<file path="src/hdl/efc_pkg.sv">
// shared types, widths and constants for the elevation flexure correction
`default_nettype none

package efc_pkg;

    // field widths
    localparam int ANG_W  = 31;
    localparam int TRIG_W = 32;
    localparam int COEF_W = 26;

    // internal widths
    localparam int PROD_W = COEF_W + TRIG_W;
    localparam int SUM_W  = PROD_W + 1;
    localparam int CORR_W = SUM_W - 30;
    localparam int DIFF_W = ANG_W + 1;
    localparam int XY_W   = 43;
    localparam int Z_W    = 35;
    localparam int RND_W  = XY_W - 10;

    // default cordic length
    localparam int CORDIC_STAGES_DEF = 30;
    localparam int CORDIC_STAGES_MAX = 32;

    // configuration register indexes
    localparam int CFG_IDX_W = 1;
    localparam logic [CFG_IDX_W-1:0] REG_SINE_COEFF   = 1'b0;
    localparam logic [CFG_IDX_W-1:0] REG_COSINE_COEFF = 1'b1;

    // limits and constants
    localparam logic signed [DIFF_W-1:0] HALF_PI_POS  = 32'sd843314857;
    localparam logic signed [DIFF_W-1:0] HALF_PI_NEG  = -32'sd843314857;
    localparam logic signed [SUM_W-1:0]  CORR_HALF    = 59'sd536870912;
    localparam logic signed [XY_W-1:0]   GAIN_Q40     = 43'sd667681663043;
    localparam logic signed [XY_W-1:0]   OUT_HALF     = 43'sd512;
    localparam logic signed [RND_W-1:0]  ONE_Q30_POS  = 33'sd1073741824;
    localparam logic signed [RND_W-1:0]  ONE_Q30_NEG  = -33'sd1073741824;

    // atan(2^-i) in units of 2^-32 rad
    localparam logic [31:0] ATAN_TAB [CORDIC_STAGES_MAX] = '{
        32'd3373259426, 32'd1991351318, 32'd1052175346, 32'd534100635,
        32'd268086748,  32'd134174063,  32'd67103403,   32'd33553749,
        32'd16777131,   32'd8388597,    32'd4194303,    32'd2097152,
        32'd1048576,    32'd524288,     32'd262144,     32'd131072,
        32'd65536,      32'd32768,      32'd16384,      32'd8192,
        32'd4096,       32'd2048,       32'd1024,       32'd512,
        32'd256,        32'd128,        32'd64,         32'd32,
        32'd16,         32'd8,          32'd4,          32'd2
    };

    typedef logic signed [ANG_W-1:0]  t_ang;
    typedef logic signed [TRIG_W-1:0] t_trig;
    typedef logic signed [COEF_W-1:0] t_coef;
    typedef logic signed [XY_W-1:0]   t_xy;
    typedef logic signed [Z_W-1:0]    t_z;

    // one cordic vector travelling down the pipeline
    typedef struct packed {
        t_xy  x;
        t_xy  y;
        t_z   z;
        t_ang ang;
    } t_cordic;

endpackage

`default_nettype wire

</file>
<file path="src/hdl/efc_round.sv">
// output register: round sine and cosine to q1.30 and clamp
`default_nettype none

module efc_round (
    input  wire logic             i_clk,
    input  wire logic             i_rst_n,
    input  wire logic             i_valid,
    input  wire efc_pkg::t_cordic i_data,
    output logic                  o_ready,
    input  wire logic             i_stall,
    output logic                  o_valid,
    output efc_pkg::t_ang         o_corrected_elevation,
    output efc_pkg::t_trig        o_corrected_sine,
    output efc_pkg::t_trig        o_corrected_cosine
);
    import efc_pkg::*;

    logic                    r_valid;
    t_ang                    r_ang;
    t_trig                   r_sine;
    t_trig                   r_cosine;
    t_trig                   n_sine;
    t_trig                   n_cosine;
    t_xy                     w_y_half;
    t_xy                     w_x_half;
    logic signed [RND_W-1:0] w_y_rnd;
    logic signed [RND_W-1:0] w_x_rnd;

    assign o_ready = !r_valid || !i_stall;

    // round half up by 2^10, then clamp to +/- 1.0
    always_comb begin
        w_y_half = i_data.y + OUT_HALF;
        w_x_half = i_data.x + OUT_HALF;
        w_y_rnd  = w_y_half[XY_W-1:10];
        w_x_rnd  = w_x_half[XY_W-1:10];
        if (w_y_rnd > ONE_Q30_POS) begin
            n_sine = TRIG_W'(ONE_Q30_POS);
        end else if (w_y_rnd < ONE_Q30_NEG) begin
            n_sine = TRIG_W'(ONE_Q30_NEG);
        end else begin
            n_sine = w_y_rnd[TRIG_W-1:0];
        end
        if (w_x_rnd > ONE_Q30_POS) begin
            n_cosine = TRIG_W'(ONE_Q30_POS);
        end else if (w_x_rnd < ONE_Q30_NEG) begin
            n_cosine = TRIG_W'(ONE_Q30_NEG);
        end else begin
            n_cosine = w_x_rnd[TRIG_W-1:0];
        end
    end

    // valid bit
    always_ff @(posedge i_clk) begin
        if (!i_rst_n) begin
            r_valid <= 1'b0;
        end else if (o_ready) begin
            r_valid <= i_valid;
        end
    end

    // payload
    always_ff @(posedge i_clk) begin
        if (o_ready) begin
            r_ang    <= i_data.ang;
            r_sine   <= n_sine;
            r_cosine <= n_cosine;
        end
    end

    assign o_valid               = r_valid;
    assign o_corrected_elevation = r_ang;
    assign o_corrected_sine      = r_sine;
    assign o_corrected_cosine    = r_cosine;

endmodule

`default_nettype wire

</file>
<file path="config.mk">
export PLATFORM = sky130hd
export DESIGN_NAME = efc_round
export DESIGN_NICKNAME = d
export VERILOG_FILES = /design/src/hdl/efc_pkg.sv /design/src/hdl/efc_round.sv
export SDC_FILE = /design/constraint.sdc
export NUM_CORES = 1
export LEC_CHECK = 0
export ABC_AREA = 1
export BUFFER_PORTS_ARGS = -buffer_cell sky130_fd_sc_hd__buf_2
export CAP_MARGIN = 0
export CORE_MARGIN = 3
export CORE_UTILIZATION = 44
export DETAILED_ROUTE_END_ITERATION = 10
export HOLD_SLACK_MARGIN = 0.15
export MAX_ROUTING_LAYER = met4
export PLACE_DENSITY = 0.74
export SLEW_MARGIN = 5
export SYNTH_ARGS = -nofsm -noshare
export SYNTH_HDL_FRONTEND = slang
export SYNTH_SLANG_ARGS = --single-unit
</file>
<file path="constraint.sdc">
create_clock -name i_clk -period 3.2 [get_ports i_clk]
set_clock_uncertainty 0.1 [all_clocks]
set_input_delay 0.48 -clock i_clk [delete_from_list [all_inputs] [get_ports i_clk]]
set_output_delay 0.48 -clock i_clk [all_outputs]
set_load 0.02 [all_outputs]
</file>
==> impl_results.md <==
* Syn Nets at 911
* Minimum clock period at 2390 ps
* Via count at about 5.3k
* Vias in the first global route at between 4k and 5k
* Die ar. at around 0.015 mm^2
* CTS tree: done
* Slew of the pin with the lowest slew margin at 567 ps
* Setup Buffers After CTS at 0
* First-pass GRT wire length at 23.2 mm
* CP endpoint: o_corrected_sine[5]
* Peak supply drop at 0.000222 V
* Placement Rows at 41
* Final core utilization at 0.576
* Worst setup SP type: input pin
* Hold Crit Depth at 1
* Total GRT Usage at 0.204
* Post_cts resized at 0
* Post-synth ARST share at 0
* Cells after Synth at around 750
* Post-synth top cells: nand2_1 (243), inv_1 (111), nor2_1 (104), edfxtp_1 (95), nor2_2 (65)
* Drt wl/cell at 13.0 um
* Leakage power at 3.68 nW
* Fin nets at 1120
* Clock buffer count from CTS at 9
* Power Dens Cells at 421 mW/mm^2
* CTS H-tree depth at 3
* Worst-path clk slew at approximately 70 ps
* Synth top area share at 0.478
* Worst hold path class: in -> reg
* Mapped Area at 0.00596 mm^2
* Post-CTS Hold Buffers at 0
* Ant. Diodes at 0
* Final ANT Viol Nets at 0
* Fin. Hold Viols at 0
* Status: finished, final reports clean
* CORE AREA at 0.0129 mm^2
* Top FF cell, synth: edfxtp_1
* P&R area growth vs syn at 24.9%
* Area leader, netlist: edfxtp_1
* # IOs at approximately 250
* Yosys warnings at 0
* Die Y at roughly 120 um
* Port-buffer cells at 199
* Critical Path RT at 3200 ps
* Largest cells by area after synthesis: edfxtp_1 (48%), nand2_1 (15%), inv_1 (7.0%)
* Clk sinks at 96
* Root Buffer Master: clkbuf_16
* F_max at 418 MHz
* Critical path startpoint: i_data[75]
* Post-route clock period utilization at 0.747
* Worst setup path class: in -> reg
* DRC Markers at 0
* Largest net degree at the start of global routing at 55
* Gpl congestion at 0.937
* Post-synth EDFFs at 95
* Reg2reg end: o_corrected_cosine[2]
* Distinct cell type count of the synthesized netlist at 27
* Slew HR at 0.622
* Grt ovf at 0
* Worst reg2reg setup slack at 1620 ps
* Final Cell Area at 0.00744 mm^2
* Seq cells post-synth at 96
* Fin. max-slew vios at 0
* First-iteration detailed-routing DRC count at 336
* Reg-to-reg startpoint: o_valid
* RSZ-0062 raised after global routing: no
* Initial antenna violation count at 0
* Worst-Skew Late Latency at about 350 ps
* Fraction of layout cells with a size suffix above 1 at 0.329
* Max cap viols at 0
* Placed inst area at 0.00716 mm^2
* Final setup vio count at 0
* Initial Util at 0.461
* Critical Path AT at 2390 ps
* Post-DP HPWL at 12.2 mm
* Most frequent cell after synthesis: nand2_1
* Crit end category: flip-flop
* Fin Setup TNS at 0 ps
* Clock tree buffer depth at 2
* Syn avg cell area at between 7 and 8 um^2
* CP max FO at 20
* Die W at around 120 um
* Register area share after synthesis at 0.482
* Detailed Route WL at approximately 15 mm
* Vias per inst at 4.68
* R2R depth at 2
* Drt first pass iters at 5
worst max-delay path: stages:
cell and delay, ps:
buf_2 100, ha_1 190, nand2_2 100, nor2_8 150, nand2_4 90, nor2_4 170, nand2_1 80, xor2_1 150
clkinv_1 130, a21oi_1 190, nand2_1 90, nand2_2 70, buf_4 310, nor2_2 50
layer usage:
metal	global-route usage	up-vias	wire length, um
met3	0.0263	26	797
met2	0.363	147	7740
li1	-	2769	-
met5	-	-	0
met4	0.0826	0	370
met1	0.233	2386	5900
through the flow:
stage / total power, mW / hold slack (ps) / instances / setup WS, ps
after floorplan: 1.91 / 479 / 753 / 927
after global placement: 2.14 / 556 / 1123 / 500
after detailed placement: 2.15 / 558 / 1123 / 463
after CTS: 3.17 / 190 / 1139 / 839
after global routing: 3.27 / 191 / 1139 / 577
final: 3.14 / 203 / 1139 / 808
cells by family (layout without fill, tap and decap cells):
family / count (synthesis) / count (layout) / share of synthesized area
simple gates: 503 / 503 / 0.396
flops: 96 / 96 / 0.482
fa+ha+maj: 2 / 2 / 0.00420
xor+xnor: 10 / 10 / 0.0160
buf+inv: 122 / 336 / 0.0844
compound gates: 20 / 20 / 0.0172
registers in the layout, summed over array words and instances, names as in the netlist:
name                   cells
o_corrected_cosine        32
o_corrected_elevation     31
o_corrected_sine          32
o_valid                    1
where the power goes:
part           switching [mW]  internal [mW]  leakage (nW)
registers              0.0259           1.50          1.04
logic                   0.403          0.192          2.50
clock network           0.487          0.535         0.139
total                   0.915           2.22          3.68
worst min-delay path by stage:
stage | start | endpoint | slack (ps)
finish | i_data[8] | o_corrected_elevation[8] | 200
global route | i_data[18] | o_corrected_elevation[18] | 190
CTS | i_data[23] | o_corrected_elevation[23] | 190
detailed placement | i_data[5] | o_corrected_elevation[5] | 560
global placement | i_data[22] | o_corrected_elevation[22] | 560
floorplan | i_data[0] | o_corrected_elevation[0] | 480
layout by cell type, fill, tap and decap left out, drive strengths merged, types with 2 or more instances in the layout:
master  instances
inv           117
ha              2
nand4           7
o21ai          18
and2            3
xor2            9
buf           204
edfxtp         95
nand2         256
nand3b         20
nand3          31
clkinv          5
nor3            3
clkbuf          9
nor2          182
layout make-up:
class / count / area, um^2
well taps: 172 / 215
inverters: 116 / 435
multi-input cells: 535 / 2590
clock buffers: 9 / 225
repair buffers: 204 / 1050
clock inverters: 7 / 56.3
flip-flops and latches: 96 / 2870
fillers: 1267 / 5480
No activity file was read; power rests on OpenSTA's default activity.
